File: src/horizontal_diffusion_stencil_top_macros.svh
// Assertion macros for the horizontal diffusion stencil.
// Included by the files that assert; they expand to nothing under synthesis.
`ifndef HORIZONTAL_DIFFUSION_STENCIL_TOP_MACROS_SVH
`define HORIZONTAL_DIFFUSION_STENCIL_TOP_MACROS_SVH
`ifndef SYNTHESIS
// checked outside reset
`define HDS_ASSERT(lbl, clk, rstn, prop, msg) \
    lbl: assert property (@(posedge clk) disable iff (!rstn) prop) else $error(msg);
// checked on every edge, reset included
`define HDS_ASSERT_ALWAYS(lbl, clk, prop, msg) \
    lbl: assert property (@(posedge clk) prop) else $error(msg);
`else
`define HDS_ASSERT(lbl, clk, rstn, prop, msg)
`define HDS_ASSERT_ALWAYS(lbl, clk, prop, msg)
`endif
`endif

File: src/hdiff_pkg.sv
// Shared types, widths and arithmetic helpers of the horizontal diffusion stencil.
// No dependencies; imported by every module of the block.
package hdiff_pkg;

    localparam int DEF_WINDOW_COLUMNS = 64;
    localparam int DEF_WINDOW_ROWS    = 64;

    localparam int SAMPLE_W = 32;
    localparam int COEF_W   = 8;
    localparam int IDX_W    = 6;

    localparam logic [COEF_W-1:0] COEF_RESET = 8'd7;

    // Laplacian weight of 4 is a shift by 2
    localparam int LAPLACE_SHIFT = 2;

    // intermediate widths, exact for any 32-bit input
    localparam int LAP_W  = 35;
    localparam int GRAD_W = 33;
    localparam int FLUX_W = 36;
    localparam int NET_W  = 38;
    localparam int PROD_W = 46;
    localparam int VAL_W  = 47;

    localparam int M_TDATA_W = 48;
    localparam int M_PAD_W   = M_TDATA_W - SAMPLE_W - 2 * IDX_W;

    typedef logic signed [SAMPLE_W-1:0] sample_t;
    typedef logic signed [LAP_W-1:0]    lap_t;
    typedef logic signed [GRAD_W-1:0]   grad_t;
    typedef logic signed [FLUX_W-1:0]   flux_t;
    typedef logic signed [NET_W-1:0]    net_t;

    localparam sample_t SAT_MAX = 32'sh7fff_ffff;
    localparam sample_t SAT_MIN = 32'sh8000_0000;

    // Sideband of one stencil point moving down the pipe
    typedef struct packed {
        logic             valid;
        logic [IDX_W-1:0] column_index;
        logic [IDX_W-1:0] row_index;
        logic             window_done;
    } point_t;

    // Thirteen stencil taps; c = center column, e = next column,
    // w = previous column, ww = two back, ee = two ahead; suffix is row offset
    typedef struct packed {
        sample_t c_0;
        sample_t c_m1;
        sample_t c_p1;
        sample_t c_m2;
        sample_t c_p2;
        sample_t w_0;
        sample_t w_m1;
        sample_t w_p1;
        sample_t e_0;
        sample_t e_m1;
        sample_t e_p1;
        sample_t ww_0;
        sample_t ee_0;
    } taps_t;

    // 4*mid minus the four neighbors
    function automatic lap_t lap_f(sample_t mid, sample_t a, sample_t b,
                                   sample_t c, sample_t d);
        return (LAP_W'(mid) <<< LAPLACE_SHIFT) - LAP_W'(a) - LAP_W'(b)
               - LAP_W'(c) - LAP_W'(d);
    endfunction

    function automatic grad_t grad_f(sample_t hi, sample_t lo);
        return GRAD_W'(hi) - GRAD_W'(lo);
    endfunction

    // Flux is dropped when it points the same way as the gradient
    function automatic flux_t limit_f(flux_t flux, grad_t grad);
        logic same_sign;
        same_sign = ((flux > 0) && (grad > 0)) || ((flux < 0) && (grad < 0));
        return same_sign ? '0 : flux;
    endfunction

endpackage

File: src/hdiff_flux.sv
// Laplacian, gradient and limited-flux stages of the stencil datapath.
// Depends on hdiff_pkg.
module hdiff_flux
    import hdiff_pkg::*;
(
    input  logic    aclk,
    input  logic    aresetn,
    input  logic    advance,
    input  taps_t   taps,
    input  point_t  point_in,
    output net_t    net,
    output sample_t center,
    output point_t  point_out
);

    lap_t    l_ij_reg, l_imj_reg, l_ipj_reg, l_ijm_reg, l_ijp_reg;
    grad_t   gx_reg, gxm_reg, gy_reg, gym_reg;
    sample_t center2_reg, center3_reg;
    point_t  point2_reg, point3_reg;
    flux_t   fx, fxm, fy, fym;
    net_t    net_next, net_reg;

    // stage 2: five Laplacians and four gradients
    always_ff @(posedge aclk) begin
        if (advance) begin
            l_ij_reg    <= lap_f(taps.c_0, taps.c_m1, taps.c_p1, taps.w_0, taps.e_0);
            l_imj_reg   <= lap_f(taps.c_m1, taps.c_m2, taps.c_0, taps.w_m1, taps.e_m1);
            l_ipj_reg   <= lap_f(taps.c_p1, taps.c_0, taps.c_p2, taps.w_p1, taps.e_p1);
            l_ijm_reg   <= lap_f(taps.w_0, taps.w_m1, taps.w_p1, taps.ww_0, taps.c_0);
            l_ijp_reg   <= lap_f(taps.e_0, taps.e_m1, taps.e_p1, taps.c_0, taps.ee_0);
            gx_reg      <= grad_f(taps.c_p1, taps.c_0);
            gxm_reg     <= grad_f(taps.c_0, taps.c_m1);
            gy_reg      <= grad_f(taps.e_0, taps.c_0);
            gym_reg     <= grad_f(taps.c_0, taps.w_0);
            center2_reg <= taps.c_0;
        end
    end

    // stage 3: limited fluxes and their net
    always_comb begin
        fx  = limit_f(FLUX_W'(l_ipj_reg) - FLUX_W'(l_ij_reg), gx_reg);
        fxm = limit_f(FLUX_W'(l_ij_reg) - FLUX_W'(l_imj_reg), gxm_reg);
        fy  = limit_f(FLUX_W'(l_ijp_reg) - FLUX_W'(l_ij_reg), gy_reg);
        fym = limit_f(FLUX_W'(l_ij_reg) - FLUX_W'(l_ijm_reg), gym_reg);
        net_next = (NET_W'(fx) - NET_W'(fxm)) + (NET_W'(fy) - NET_W'(fym));
    end

    always_ff @(posedge aclk) begin
        if (advance) begin
            net_reg     <= net_next;
            center3_reg <= center2_reg;
        end
    end

    // sideband follows the data
    always_ff @(posedge aclk) begin
        if (!aresetn) begin
            point2_reg.valid <= 1'b0;
            point3_reg.valid <= 1'b0;
        end else if (advance) begin
            point2_reg <= point_in;
            point3_reg <= point2_reg;
        end
    end

    assign net       = net_reg;
    assign center    = center3_reg;
    assign point_out = point3_reg;

endmodule

File: config.mk
export PLATFORM = sky130hd
export DESIGN_NAME = hdiff_flux
export DESIGN_NICKNAME = d
export VERILOG_FILES = /design/src/horizontal_diffusion_stencil_top_macros.svh /design/src/hdiff_pkg.sv /design/src/hdiff_flux.sv
export SDC_FILE = /design/constraint.sdc
export NUM_CORES = 2
export LEC_CHECK = 0
export BUFFER_PORTS_ARGS = -buffer_cell sky130_fd_sc_hd__buf_2
export CAP_MARGIN = 20
export CORE_MARGIN = 3
export CORE_UTILIZATION = 62
export CTS_BUF_LIST = sky130_fd_sc_hd__clkbuf_16
export CTS_CLUSTER_DIAMETER = 30
export DETAILED_ROUTE_END_ITERATION = 7
export GPL_TIMING_DRIVEN = 0
export HOLD_SLACK_MARGIN = 0.06
export PLACE_DENSITY = 0.8
export REMOVE_ABC_BUFFERS = 1
export SLEW_MARGIN = 10
export SYNTH_ARGS = -nofsm -noshare
export SYNTH_HDL_FRONTEND = slang
export SYNTH_SLANG_ARGS = --single-unit
export TNS_END_PERCENT = 10
File: constraint.sdc
create_clock -name aclk -period 9.3 [get_ports aclk]
set_clock_uncertainty 0.1 [all_clocks]
set_input_delay 1.86 -clock aclk [delete_from_list [all_inputs] [get_ports aclk]]
set_output_delay 1.86 -clock aclk [all_outputs]
set_load 0.01 [all_outputs]
==> results.md <==
* R2r endpoint: net[37]
* Area of the mapped netlist at 51400 um^2
* Fin Hold WS at 0.310 ns
* CORE AREA at just over 80000 um^2
* Largest register FFs at 38
* Wire per inst at 23.3 um
* Setup crit end kind: register
* Final antenna-violating net count at 0
* Ys async rst share at 0
* TritonCTS Buffers at 98
* Max Slew Vio Count at 0
* Die width at between 200 and 300 um
* Status: finished, final reports clean
* RSZ-0062 raised after global routing: false
* CTS tree: yes
* Critical path class: register to register
* Minimum clock period at 8.74 ns
* Clk Latency, worst-skew pair at 0.66 ns
* Post-Layout Inst Area at 58700 um^2
* First drt pass iteration count at 6
* Global route overflow at 0
* Achievable clock frequency at 114 MHz
* Deepest level of the CTS H-tree at 3
* Core Util, Final at 0.721
* Synth Area per Inst at 9.93 um^2
* DIE AREA at 86300 um^2
* Data required time of the worst path at approximately 9.6 ns
* Reg2Reg Depth at 29
* Startpoint Class: register
* Setup violators final at 0
* Residual DRC at 0
* Syn-to-layout area delta at 14.2%
* Vias in the first global route at 42100
* Critical path arrival at approximately 9 ns
* Slowest library cell on the worst path: o21ai_0
* Starting DRT DRC Count at 4395
* Area after DPL at 55200 um^2
* Total wire length at about 160000 um
* CP max stage delay at roughly 0.79 ns
* Warnings from Yosys at 0
* Sequential area share after synthesis at 0.255
* Top cell type's share of synthesized area at 0.254
* Final Hold Viols at 0
* First-pass GRT wire length at 240000 um
* Reg2reg setup slack at ~0.56 ns
* Min-Delay Path Class: register to register
* Post-cts hold buffer count at 0
* Layout cells sized above 1 at 0.130
* Tot GR Track Use at 0.370
* Ys flop type: edfxtp_1
* Cell taking the most area after synthesis: edfxtp_1
* DR vias at 42500
* Initial antenna violation count at 27
* Most frequent CP cell: a21oi_1
* Via density at slightly above 6
* CTS root buffer: clkbuf_16
* R2R Path Start: l_ij_reg[2]
* Io pins at 517
* # nets final at 7238
* Max-Cap Viols at 0
* Clock Pin Slew Worst Setup and Hold Paths at ~0.050 ns
* Slew headroom at 0.239
* Setup crit end: net[37]
* GPL Wtd Cong at 1.07
* Flops & latches, synth at 437
* Critical path origin: l_ij_reg[2]
* DP HPWL at 135000 um
* Clock Sinks at between 400 and 500
* Row Count at 104
* Yosys cell types at 94
* Pin count of the biggest net entering global routing at 120
* Initial Utilization at 0.632
* Post-synth EDFFs at 435
* Synth area leaders: edfxtp_1 (25%), fa_1 (22%), ha_1 (12%), inv_1 (5.8%), xnor2_1 (4.6%)
* Crit share post-route at 0.940
* Die height at 294 um
* Port Buf Inserts at 516
* Worst Max-Slew Pin Slew at 1.13 ns
* Post-Synthesis Cells at 5171
* Worst Path Max Fanout at 24
* Max Buffers Root-to-Sink at 3
[metal layers]
layer	wire [um]	vias up	global-route usage
li1	-	19300	-
met1	64300	20600	0.509
met2	71900	2281	0.579
met3	18200	346	0.0824
met4	6200	12	0.134
met5	87	-	0
[final cells by class]
type,count,area [um^2]
Multi-Input combinational cell,3890,35100
Fill cell,5934,22700
Sequential cell,437,13100
Inverter,789,2960
Timing Repair Buffer,532,2800
Clock buffer,101,2530
Tap cell,1060,1330
Clock inverter,75,761
Antenna cell,22,55.1
[Yosys cell counts (10+ instances only)]
cell / number
nor2b_1: 86
o2111ai_1: 13
o21bai_1: 43
o21ai_0: 237
a21boi_0: 25
and3_1: 56
xor2_1: 102
o31a_1: 13
o311ai_0: 10
a21oi_1: 348
a31o_2: 14
nand3b_1: 14
inv_1: 789
nor3_1: 100
nand2b_1: 70
and4_1: 14
nor2_1: 288
o211ai_1: 35
or2_2: 16
nand3_1: 92
nand4_1: 45
a211oi_1: 40
edfxtp_1: 435
clkbuf_1: 43
or3_1: 33
a221oi_1: 10
nor3b_1: 10
a31oi_1: 41
nand2_1: 265
a2111oi_0: 14
xnor2_1: 272
fa_1: 566
ha_1: 491
a21o_1: 186
o31ai_1: 22
nor4_1: 48
o21a_1: 84
and2_1: 31
[kinds of logic (layout without fill, tap and decap cells)]
family / Yosys count / count (layout) / share of synthesized area
muxes: 11 / 11 / 0.00219
buffers and inverters: 844 / 1497 / 0.0628
AOI/OAI and AO/OA: 1252 / 1252 / 0.159
other: 0 / 22 / 0
and+or+nand+nor: 1196 / 1196 / 0.117
xor gates and xnor gates: 374 / 374 / 0.0638
adders and majority gates: 1057 / 1057 / 0.340
DFF: 437 / 437 / 0.255
[worst min-delay path by stage]
stage / start / to / cells past startpoint
final: center2_reg[11] / center[11] / 0
after global routing: center2_reg[11] / center[11] / 0
after CTS: center2_reg[11] / center[11] / 0
after detailed placement: center2_reg[11] / center[11] / 0
after global placement: center2_reg[9] / center[9] / 0
after floorplan: center2_reg[0] / center[0] / 0
[per-stage QoR]
stage | setup TNS [ns] | setup WS, ns | std cells
final | 0 | 0.561 | 6906
after global routing | 0 | 0.0340 | 6894
after CTS | 0 | 0.0396 | 6879
after detailed placement | -0.410 | -0.224 | 6703
after global placement | -147.73 | -5.00 | 6692
after floorplan | -1.23 | -0.712 | 5116
[timing repair]
item,CTS,global route
pin swaps,0,2
gates resized for setup,2,9
buffers inserted,0,1
endpoints found under the setup margin,5,11
[cell usage in the layout, fill, tap and decap left out, types with 102 or more instances in the layout]
cell      instances
inv_1           795
fa_1            566
buf_2           521
ha_1            491
edfxtp_1        435
a21oi_1         348
nor2_1          288
xnor2_1         272
nand2_1         265
o21ai_0         233
a21o_1          186
xor2_1          102
[critical path: cells and delay by family (launching register included)]
family,cells,cell delay [ns]
AOI/OAI and AO/OA,16,4.09
xor gates and xnor gates,1,0.11
adders and majority gates,4,1.81
buffers and inverters,4,0.51
DFF,1,0.47
muxes,1,0.50
and+or+nand+nor,3,0.86
Power is left out: the tool's default activity adds up to more than one toggle a clock period on the data nets, which glitch-free logic cannot reach.
