### src/horizontal_diffusion_stencil_top_macros.svh
// Assertion macros for the horizontal diffusion stencil.
// Included by the files that assert; they expand to nothing under synthesis.
`ifndef HORIZONTAL_DIFFUSION_STENCIL_TOP_MACROS_SVH
`define HORIZONTAL_DIFFUSION_STENCIL_TOP_MACROS_SVH
`ifndef SYNTHESIS
// checked outside reset
`define HDS_ASSERT(lbl, clk, rstn, prop, msg) \
    lbl: assert property (@(posedge clk) disable iff (!rstn) prop) else $error(msg);
// checked on every edge, reset included
`define HDS_ASSERT_ALWAYS(lbl, clk, prop, msg) \
    lbl: assert property (@(posedge clk) prop) else $error(msg);
`else
`define HDS_ASSERT(lbl, clk, rstn, prop, msg)
`define HDS_ASSERT_ALWAYS(lbl, clk, prop, msg)
`endif
`endif

### src/hdiff_pkg.sv
// Shared types, widths and arithmetic helpers of the horizontal diffusion stencil.
// No dependencies; imported by every module of the block.
package hdiff_pkg;

    localparam int DEF_WINDOW_COLUMNS = 64;
    localparam int DEF_WINDOW_ROWS    = 64;

    localparam int SAMPLE_W = 32;
    localparam int COEF_W   = 8;
    localparam int IDX_W    = 6;

    localparam logic [COEF_W-1:0] COEF_RESET = 8'd7;

    // Laplacian weight of 4 is a shift by 2
    localparam int LAPLACE_SHIFT = 2;

    // intermediate widths, exact for any 32-bit input
    localparam int LAP_W  = 35;
    localparam int GRAD_W = 33;
    localparam int FLUX_W = 36;
    localparam int NET_W  = 38;
    localparam int PROD_W = 46;
    localparam int VAL_W  = 47;

    localparam int M_TDATA_W = 48;
    localparam int M_PAD_W   = M_TDATA_W - SAMPLE_W - 2 * IDX_W;

    typedef logic signed [SAMPLE_W-1:0] sample_t;
    typedef logic signed [LAP_W-1:0]    lap_t;
    typedef logic signed [GRAD_W-1:0]   grad_t;
    typedef logic signed [FLUX_W-1:0]   flux_t;
    typedef logic signed [NET_W-1:0]    net_t;

    localparam sample_t SAT_MAX = 32'sh7fff_ffff;
    localparam sample_t SAT_MIN = 32'sh8000_0000;

    // Sideband of one stencil point moving down the pipe
    typedef struct packed {
        logic             valid;
        logic [IDX_W-1:0] column_index;
        logic [IDX_W-1:0] row_index;
        logic             window_done;
    } point_t;

    // Thirteen stencil taps; c = center column, e = next column,
    // w = previous column, ww = two back, ee = two ahead; suffix is row offset
    typedef struct packed {
        sample_t c_0;
        sample_t c_m1;
        sample_t c_p1;
        sample_t c_m2;
        sample_t c_p2;
        sample_t w_0;
        sample_t w_m1;
        sample_t w_p1;
        sample_t e_0;
        sample_t e_m1;
        sample_t e_p1;
        sample_t ww_0;
        sample_t ee_0;
    } taps_t;

    // 4*mid minus the four neighbors
    function automatic lap_t lap_f(sample_t mid, sample_t a, sample_t b,
                                   sample_t c, sample_t d);
        return (LAP_W'(mid) <<< LAPLACE_SHIFT) - LAP_W'(a) - LAP_W'(b)
               - LAP_W'(c) - LAP_W'(d);
    endfunction

    function automatic grad_t grad_f(sample_t hi, sample_t lo);
        return GRAD_W'(hi) - GRAD_W'(lo);
    endfunction

    // Flux is dropped when it points the same way as the gradient
    function automatic flux_t limit_f(flux_t flux, grad_t grad);
        logic same_sign;
        same_sign = ((flux > 0) && (grad > 0)) || ((flux < 0) && (grad < 0));
        return same_sign ? '0 : flux;
    endfunction

endpackage

### src/hdiff_out.sv
// Coefficient scaling, saturation and the result register.
// Depends on hdiff_pkg.
module hdiff_scale
    import hdiff_pkg::*;
(
    input  logic              aclk,
    input  logic              aresetn,
    input  logic              advance,
    input  logic [COEF_W-1:0] coef,
    input  net_t              net,
    input  sample_t           center,
    input  point_t            point_in,
    output sample_t           result,
    output point_t            point_out
);

    logic signed [PROD_W-1:0] prod;
    logic signed [VAL_W-1:0]  val;
    sample_t                  result_next, result_reg;
    point_t                   point_reg;

    // center minus coefficient times net flux, clipped to 32 bits
    always_comb begin
        prod = PROD_W'(net) * PROD_W'($signed({1'b0, coef}));
        val  = VAL_W'(center) - VAL_W'(prod);
        if (val[VAL_W-1:SAMPLE_W-1] != {(VAL_W-SAMPLE_W+1){val[VAL_W-1]}}) begin
            result_next = val[VAL_W-1] ? SAT_MIN : SAT_MAX;
        end else begin
            result_next = val[SAMPLE_W-1:0];
        end
    end

    always_ff @(posedge aclk) begin
        if (advance) begin
            result_reg <= result_next;
        end
    end

    always_ff @(posedge aclk) begin
        if (!aresetn) begin
            point_reg.valid <= 1'b0;
        end else if (advance) begin
            point_reg <= point_in;
        end
    end

    assign result    = result_reg;
    assign point_out = point_reg;

endmodule

### config.mk
export PLATFORM = sky130hd
export DESIGN_NAME = hdiff_scale
export DESIGN_NICKNAME = d
export VERILOG_FILES = /design/src/horizontal_diffusion_stencil_top_macros.svh /design/src/hdiff_pkg.sv /design/src/hdiff_out.sv
export SDC_FILE = /design/constraint.sdc
export NUM_CORES = 1
export LEC_CHECK = 0
export ABC_CLOCK_PERIOD_IN_PS = 21400
export BUFFER_PORTS_ARGS = -buffer_cell sky130_fd_sc_hd__buf_2
export CAP_MARGIN = 20
export CORE_ASPECT_RATIO = 0.8
export CORE_UTILIZATION = 49
export CTS_BUF_LIST = sky130_fd_sc_hd__clkbuf_4
export DETAILED_ROUTE_END_ITERATION = 8
export GPL_ROUTABILITY_DRIVEN = 0
export PLACE_DENSITY = 0.68
export SYNTH_ARGS = -nofsm -noshare
export SYNTH_HDL_FRONTEND = slang
export SYNTH_SLANG_ARGS = --single-unit
export TNS_END_PERCENT = 50
### constraint.sdc
create_clock -name aclk -period 21.4 [get_ports aclk]
set_input_delay 4.28 -clock aclk [delete_from_list [all_inputs] [get_ports aclk]]
set_output_delay 4.28 -clock aclk [all_outputs]
set_load 0.05 [all_outputs]
==> results of run 1 <==
[cell type report]
class / count / share of cell area (%)
Inverter: 290 / 6.98
Multi-Input combinational cell: 1297 / 76.4
Clock buffer: 5 / 0.241
Sequential cell: 46 / 8.79
Clock inverter: 2 / 0.0641
Tap cell: 377 / 3.02
Timing Repair Buffer: 140 / 4.49
[cells in the final DEF (no fill, tap or decap), types with 4 or more instances in the layout]
cell type    n
inv_1      290
fa_1       233
nand2_1    213
and2_1     158
buf_2      140
ha_1       137
a21oi_1     90
xnor2_1     51
nor2_1      50
a21o_1      45
edfxtp_1    45
o21ai_0     40
o21bai_1    38
xor2_1      30
nand3_1     24
nand4_1     17
a31oi_1     13
a211oi_1    12
nor3_1      11
o21a_1       9
o211ai_1     9
and3_1       9
nor2b_1      7
and4_1       7
a211o_1      6
nand2b_1     6
or3_1        5
o21ai_1      5
a31o_2       5
clkbuf_4     5
o31ai_1      4
nor4_1       4
[per-stage QoR]
step / util [%] / std cells / cell area [µm²] / worst slack [ns]
floorplan: - / 1689 / 14700 / 9.13
global placement: 53.0 / 2150 / 15600 / 8.01
detailed placement: 53.0 / 2150 / 15600 / 7.83
CTS: 53.1 / 2157 / 15600 / 8.17
global route: 53.1 / 2157 / 15600 / 7.64
finish: 53.1 / 2157 / 15600 / 8.10
[worst max-delay path, delay by kind of cell]
kind,cells,cell delay (ns)
fa+ha+maj,6,2.71
compound gates,15,3.85
xor+xnor,1,0.31
simple gates,5,1.35
buf+inv,5,0.95
[routing by layer]
layer	GRT usage, %	vias up	share of wire, %
met3	2.46	24	7.3
met4	2.77	0	0.92
li1	-	5666	-
met2	36.5	432	41
met1	38.3	5846	51
met5	0	-	0
[worst paths after layout]
| kind | start | to | slack [ns] | depth (start not counted) |
|---|---|---|---|---|
| setup / recovery | coef[0] | result[19] | 8.10 | 32 |
| hold / removal | point_out[13] | point_out[13] | 0.53 | 2 |
| hold reg to reg | point_out[13] | point_out[13] | 0.53 | 2 |
| setup reg to reg | point_out[13] | point_out[13] | 20.81 | 2 |
[logic make-up after synthesis]
| group | count (synthesis) | synth area share, % |
|---|---|---|
| flip-flops | 46 | 9.35 |
| multiplexers | 3 | 0.205 |
| AO/OA/AOI/OAI | 314 | 14.5 |
| AND/OR/NAND/NOR | 529 | 18.2 |
| XOR/XNOR | 81 | 4.84 |
| buffers and inverters | 346 | 9.36 |
| adder cells (fa/ha/maj) | 370 | 43.5 |
==> results.sh, run 1 <==
export IMPL_fp_dieH_um=157
export IMPL_status="finished clean"
export IMPL_post_synth_top_count_cell="inv_1"
export IMPL_root_buffer="clkbuf_4"
export IMPL_hold_class="reg -> reg"
export IMPL_cts_tree="yes"
export IMPL_drive_gt1_share_pct=9.78
export IMPL_grt_pass1_vias=11800
export IMPL_placementRows=56
export IMPL_dieArea_mm2=0.0306
export IMPL_holdWs_ns=0.529
export IMPL_clockBufferDepth=2
export IMPL_core_area_mm2=0.0294
export IMPL_hold_viol=0
export IMPL_cts_hold_buffers=0
export IMPL_firstDrtPassIters=5
export IMPL_max_freq_mhz=75.2
export IMPL_ioPinCount=141
export IMPL_post_cts_buffers=0
export IMPL_grtUsageTotal_pct=24.2
export IMPL_grt_pass1_wl_mm=60.3
export IMPL_crit_path_start_kind="primary input"
export IMPL_cap_violations=0
export IMPL_rsz0062_at_grt="false"
export IMPL_arrival_ns=13.48
export IMPL_cp_end_kind="flip-flop"
export IMPL_slowest_delay_ns=0.61
export IMPL_synth_area_mm2=0.0147
export IMPL_ys_warn_count=0
export IMPL_yosysTopAreaCellShare_pct=31.8
export IMPL_synthTopCellsByCount="inv_1, fa_1, nand2_1"
export IMPL_fillers=2752
export IMPL_required_ns=21.58
export IMPL_multiInputGateArea_mm2=0.0119
export IMPL_tightestPinTransition_ns=0.816
export IMPL_place_hpwl_mm=30.7
export IMPL_yosys_area_top_type="fa_1"
export IMPL_vias=12000
export IMPL_syn_area_per_cell_um2=8.68
export IMPL_route_detailed_drc=0
export IMPL_crit_path_max_fanout=38
export IMPL_finalWirelength_mm=36.5
export IMPL_grt_max_degree=39
export IMPL_ctsResizeCount=0
export IMPL_yosys_top_cells_area="fa_1, ha_1, edfxtp_1, inv_1, and2_1"
export IMPL_maxSlewHeadroom_pct=45.6
export IMPL_antennaDiodeCount=0
export IMPL_synthArstFlopShare_pct=0
export IMPL_synth_fp_nets=2154
export IMPL_synth_ff_type="edfxtp_1"
export IMPL_largest_register_ffs=32
export IMPL_htreeDepth=2
export IMPL_cts_clk_slew_worst_paths_ns=0.13
export IMPL_ant_nets=0
export IMPL_synth_edf_count=45
export IMPL_clk_latency_ns=0.35
export IMPL_synth_seq_area_share_pct=9.35
export IMPL_finClkSkew_ns=0
export IMPL_start_util_pct=50.0
export IMPL_synthCells=1689
export IMPL_register_area_mm2=0.00137
export IMPL_antenna_found_initial=0
export IMPL_drt_iter0_drc=798
export IMPL_final_max_slew_violation_count=0
export IMPL_die_x_um=195
export IMPL_final_min_clock_period_ns=13.30
export IMPL_setup_violations_final=0
export IMPL_cpMaxStageDelayCell="buf_2"
export IMPL_layout_nets=2245
export IMPL_cts_buffers=5
export IMPL_yosys_cell_types_count=82
export IMPL_globalRouteOverflowTotal=0
export IMPL_cts_sinks=46
export IMPL_critical_path_class="in -> reg"
export IMPL_syn_to_final_growth_pct=6.38
export IMPL_port_buffers=140
export IMPL_ys_ff_latch=46
export IMPL_finalSetupTns_ns=0
export IMPL_period_share_pct=62.1
export IMPL_avgRoutedWirePerCell_um=16.9
export IMPL_routed_via_density=5.55
Power of run 1 is not shown: default switching activity piles up to over one toggle a cycle in this logic, so the estimate is an artifact.
==> inputs of run 2 (changes only) <==
--- a/config.mk
+++ b/config.mk
@@ -5,7 +5,8 @@
 export SDC_FILE = /design/constraint.sdc
 export NUM_CORES = 1
 export LEC_CHECK = 0
-export ABC_CLOCK_PERIOD_IN_PS = 21400
+export ABC_AREA = 1
+export ABC_CLOCK_PERIOD_IN_PS = 11550
 export BUFFER_PORTS_ARGS = -buffer_cell sky130_fd_sc_hd__buf_2
 export CAP_MARGIN = 20
 export CORE_ASPECT_RATIO = 0.8
@@ -13,7 +14,7 @@
 export CTS_BUF_LIST = sky130_fd_sc_hd__clkbuf_4
 export DETAILED_ROUTE_END_ITERATION = 8
 export GPL_ROUTABILITY_DRIVEN = 0
-export PLACE_DENSITY = 0.68
+export PLACE_DENSITY = 0.7
 export SYNTH_ARGS = -nofsm -noshare
 export SYNTH_HDL_FRONTEND = slang
 export SYNTH_SLANG_ARGS = --single-unit
==> constraint.sdc (replaced) <==
create_clock -name aclk -period 11.55 [get_ports aclk]
set_input_delay 2.31 -clock aclk [delete_from_list [all_inputs] [get_ports aclk]]
set_output_delay 2.31 -clock aclk [all_outputs]
set_load 0.05 [all_outputs]
==> results.sh, run 2 <==
export IMPL_placed_cells=2987
export IMPL_ctsResizeCount=0
export IMPL_maxSlewHeadroom_pct=42.7
export IMPL_rsz0062_at_grt="false"
export IMPL_synth_fp_nets=2957
export IMPL_synth_ff_type="edfxtp_1"
export IMPL_arrival_ns=10.38
export IMPL_start_util_pct=49.8
export IMPL_tightestPinTransition_ns=0.859
export IMPL_synthTopCellsByCount="nand2_1, inv_1, fa_1"
export IMPL_cts_clk_slew_worst_paths_ns=0.12
export IMPL_post_synth_top_count_cell="nand2_1"
export IMPL_synth_edf_count=45
export IMPL_status="finished clean"
export IMPL_critical_path_class="in -> reg"
export IMPL_place_hpwl_mm=37.0
export IMPL_grt_pass1_vias=15300
export IMPL_yosys_area_top_type="fa_1"
export IMPL_finClkSkew_ns=0
export IMPL_worst_path_buf_inv=6
export IMPL_antenna_found_initial=1
export IMPL_finalSetupTns_ns=0
export IMPL_vias=15100
export IMPL_final_min_clock_period_ns=10.28
export IMPL_placementRows=60
export IMPL_hold_viol=0
export IMPL_cap_violations=0
export IMPL_globalRouteOverflowTotal=0
export IMPL_crit_path_max_fanout=38
export IMPL_drive_gt1_share_pct=7.81
export IMPL_routed_via_density=5.04
export IMPL_stdcell_area_mm2=0.0176
export IMPL_cts_sinks=46
export IMPL_avgRoutedWirePerCell_um=14.4
export IMPL_grt_max_degree=39
export IMPL_core_area_mm2=0.0336
export IMPL_synth_area_mm2=0.0167
export IMPL_ant_nets=0
export IMPL_largest_register_ffs=32
export IMPL_firstDrtPassIters=6
export IMPL_cts_hold_buffers=0
export IMPL_min_delay_path_depth=2
export IMPL_grtUsageTotal_pct=25.8
export IMPL_htreeDepth=2
export IMPL_layout_commonest_cell="nand2_1"
export IMPL_max_freq_mhz=97.2
export IMPL_root_buffer="clkbuf_4"
export IMPL_syn_to_final_growth_pct=5.56
export IMPL_cp_end_kind="flip-flop"
export IMPL_cpMaxStageDelayCell="buf_2"
export IMPL_crit_top_cell="nand2_1"
export IMPL_clockBufferDepth=2
export IMPL_die_x_um=208
export IMPL_yosysTopAreaCellShare_pct=27.9
export IMPL_finalWirelength_mm=43.1
export IMPL_yosys_top_cells_area="fa_1, nand2_1, inv_1, ha_1, edfxtp_1"
export IMPL_ys_warn_count=0
export IMPL_final_cells=2996
export IMPL_synth_seq_area_share_pct=8.21
export IMPL_dieArea_mm2=0.0348
export IMPL_yosys_cell_types_count=43
export IMPL_required_ns=11.65
export IMPL_synthCells=2492
export IMPL_hold_class="reg -> reg"
export IMPL_slowest_delay_ns=0.60
export IMPL_port_buffers=140
export IMPL_crit_cells=38
export IMPL_crit_path_start_kind="primary input"
export IMPL_route_detailed_drc=0
export IMPL_drt_iter0_drc=1209
export IMPL_period_share_pct=89.0
export IMPL_reg2reg_depth=2
export IMPL_cts_tree="yes"
export IMPL_syn_area_per_cell_um2=6.70
export IMPL_post_cts_buffers=0
export IMPL_synthArstFlopShare_pct=0
export IMPL_postLayoutCoreUtil_pct=52.5
export IMPL_dpl_cell_area_mm2=0.0175
export IMPL_ys_ff_latch=46
export IMPL_final_max_slew_violation_count=0
export IMPL_ioPinCount=141
export IMPL_cp_top_family="simple AND/OR/NAND/NOR gates"
export IMPL_layout_nets=3025
export IMPL_fp_dieH_um=167
export IMPL_cts_buffers=5
export IMPL_final_cell_mix="nand2_1, inv_1, fa_1, nor2_1, buf_2"
export IMPL_clk_latency_ns=0.34
export IMPL_setup_violations_final=0
export IMPL_grt_pass1_wl_mm=73.9
## run 2: cell count changes after synthesis, moves of 36 or more
cell,previous run,this run
clkbuf_2,2,38
and2_1,158,3
a21o_1,45,2
nand3_1,24,88
nand2_1,213,782
inv_1,290,640
nor2_1,50,141
## run 2: through the flow
| stage | hold WS (ns) | setup WS (ns) |
|---|---|---|
| 6_report | 0.554 | 1.27 |
| 5_1_grt | 0.627 | 0.777 |
| 4_1_cts | 0.556 | 1.42 |
| 3_5_place_dp | 0.529 | 1.04 |
| 3_3_place_gp | 0.519 | 1.13 |
| 2_1_floorplan | 0.753 | 2.66 |
## run 2: path summary, 6_finish.rpt
| kind | from | endpoint | slack, ns |
|---|---|---|---|
| worst min-delay path | point_out[13] | point_out[13] | 0.55 |
| worst max-delay path | coef[1] | result[14] | 1.27 |
| worst max register to register | point_out[13] | point_out[13] | 10.89 |
| worst min register to register | point_out[13] | point_out[13] | 0.55 |
## run 2: cell families (layout without fill, tap and decap cells)
kind of cell / count (synthesis) / count (layout) / share of synthesized area (%)
AND/OR/NAND/NOR: 1087 / 1087 / 26.6
adder cells (fa/ha/maj): 370 / 370 / 38.2
buffers and inverters: 734 / 803 / 17.1
XOR/XNOR: 75 / 75 / 3.93
AO/OA/AOI/OAI: 180 / 180 / 5.94
other: 0 / 1 / 0
flip-flops: 46 / 46 / 8.21
## run 2: per-layer routing
metal | GRT usage, % | up-vias | wire length [µm]
li1 | - | 7451 | -
met1 | 36.0 | 7071 | 19400
met2 | 43.4 | 533 | 19900
met3 | 3.06 | 44 | 3150
met4 | 4.90 | 0 | 690
met5 | 0 | - | 0
## run 2: worst min-delay path, stage by stage, from the launching register on
cell     delay [ns]
dfxtp_1        0.33
o21ai_0        0.16
a21oi_1        0.04
## run 2: final cells by class
class                   instances  area, µm²
diodes                          1       2.50
clock buffers                   6       45.0
clock inverters                 2       37.5
fillers                      3374      15900
inverters                     654       2450
multi-input cells            1712      12500
flip-flops and latches         46       1370
well taps                     434        543
repair buffers                141        708
Power of run 2 is left out for the same reason.
==> inputs of run 3 (changes only) <==
--- a/config.mk
+++ b/config.mk
@@ -7,14 +7,14 @@
 export LEC_CHECK = 0
 export ABC_AREA = 1
 export ABC_CLOCK_PERIOD_IN_PS = 11550
-export BUFFER_PORTS_ARGS = -buffer_cell sky130_fd_sc_hd__buf_2
 export CAP_MARGIN = 20
 export CORE_ASPECT_RATIO = 0.8
 export CORE_UTILIZATION = 49
 export CTS_BUF_LIST = sky130_fd_sc_hd__clkbuf_4
 export DETAILED_ROUTE_END_ITERATION = 8
+export DONT_BUFFER_PORTS = 1
 export GPL_ROUTABILITY_DRIVEN = 0
-export PLACE_DENSITY = 0.7
+export PLACE_DENSITY = 0.66
 export SYNTH_ARGS = -nofsm -noshare
 export SYNTH_HDL_FRONTEND = slang
 export SYNTH_SLANG_ARGS = --single-unit
==> results.sh, run 3 (synthesized netlist as in run 2, its figures left out) <==
export IMPL_status="finished clean"
export IMPL_register_area_mm2=0.00137
export IMPL_clockBufferDepth=2
export IMPL_maxSlewHeadroom_pct=51.5
export IMPL_root_buffer="clkbuf_4"
export IMPL_cts_hold_buffers=0
export IMPL_placementRows=60
export IMPL_cp_top_family="simple AND/OR/NAND/NOR gates"
export IMPL_max_freq_mhz=105
export IMPL_routed_via_density=5.08
export IMPL_cts_clk_slew_worst_paths_ns=0.13
export IMPL_die_x_um=208
export IMPL_avgRoutedWirePerCell_um=14.9
export IMPL_period_share_pct=82.2
export IMPL_place_hpwl_mm=37.2
export IMPL_layout_nets=2884
export IMPL_finalWirelength_mm=42.6
export IMPL_ctsResizeCount=0
export IMPL_finClkSkew_ns=0
export IMPL_cap_violations=0
export IMPL_post_cts_buffers=0
export IMPL_cp_end_kind="flip-flop"
export IMPL_worst_path_buf_inv=5
export IMPL_dieArea_mm2=0.0348
export IMPL_htreeDepth=2
export IMPL_finalSetupTns_ns=0
export IMPL_syn_to_final_growth_pct=1.22
export IMPL_route_detailed_drc=0
export IMPL_final_max_slew_violation_count=0
export IMPL_rsz0062_at_grt="false"
export IMPL_arrival_ns=9.61
export IMPL_vias=14500
export IMPL_setup_violations_final=0
export IMPL_drive_gt1_share_pct=2.44
export IMPL_port_buffers=0
export IMPL_slowest_delay_ns=0.57
export IMPL_cts_buffers=5
export IMPL_cts_tree="yes"
export IMPL_firstDrtPassIters=6
export IMPL_grt_pass1_wl_mm=72.0
export IMPL_core_area_mm2=0.0336
export IMPL_tightestPinTransition_ns=0.722
export IMPL_fp_dieH_um=167
export IMPL_crit_path_max_fanout=38
export IMPL_hold_class="reg -> reg"
export IMPL_ioPinCount=141
export IMPL_crit_path_start_kind="primary input"
export IMPL_cts_sinks=46
export IMPL_ant_nets=0
export IMPL_grt_max_degree=39
export IMPL_critical_path_class="in -> reg"
export IMPL_final_cell_mix="nand2_1, inv_1, fa_1, nor2_1, ha_1"
export IMPL_grt_pass1_vias=14600
export IMPL_required_ns=11.67
export IMPL_grtUsageTotal_pct=25.3
export IMPL_multiInputGateArea_mm2=0.0125
export IMPL_clk_latency_ns=0.36
export IMPL_final_min_clock_period_ns=9.49
export IMPL_cpMaxStageDelayCell="fa_1"
export IMPL_drt_iter0_drc=978
export IMPL_layout_commonest_cell="nand2_1"
export IMPL_hold_viol=0
export IMPL_globalRouteOverflowTotal=0
export IMPL_crit_top_cell="nand2_1"
export IMPL_antenna_found_initial=3
export IMPL_fillers=3390
export IMPL_largest_register_ffs=32
export IMPL_start_util_pct=49.8
## run 3: worst register-to-register path: stages, from the launching register on
cell     delay, ns
dfxtp_1       0.66
o21ai_0       0.17
a21oi_1       0.13
## run 3: routing by layer
metal | wire length [µm] | up-vias | global-route usage, % | share of wire, %
met4 | 695 | 2 | 4.44 | 1.6
li1 | - | 7171 | - | -
met5 | 16 | - | 0 | 0.038
met3 | 3170 | 42 | 3.49 | 7.4
met1 | 19400 | 6838 | 35.2 | 46
met2 | 19300 | 464 | 42.2 | 45
## run 3: path summary, 6_finish.rpt
kind                            cells after the start       endpoint          start  slack [ns]
worst max-delay path                               39     result[12]        coef[1]        2.06
worst max register to register                      2  point_out[13]  point_out[13]       10.54
worst min register to register                      2  point_out[13]  point_out[13]        0.80
worst min-delay path                                2  point_out[13]  point_out[13]        0.80
## run 3: cell type report
class	instances	area share, %
inverters	654	14.5
multi-input cells	1712	73.7
well taps	434	3.21
clock inverters	3	0.141
diodes	3	0.0444
clock buffers	5	0.222
flip-flops and latches	46	8.11
## run 3: stage by stage
step                instance area (µm²)  std cells  hold WS, ns  util, %  setup WS, ns
floorplan                         16700       2492        0.753        -          2.66
global placement                  16800       2846        0.776     50.2          1.84
detailed placement                16800       2846        0.785     50.2          1.77
CTS                               16900       2854        0.808     50.3          2.16
global route                      16900       2856        0.873     50.4          1.32
finish                            16900       2857        0.802     50.4          2.06
Power of run 3 is left out for the same reason.
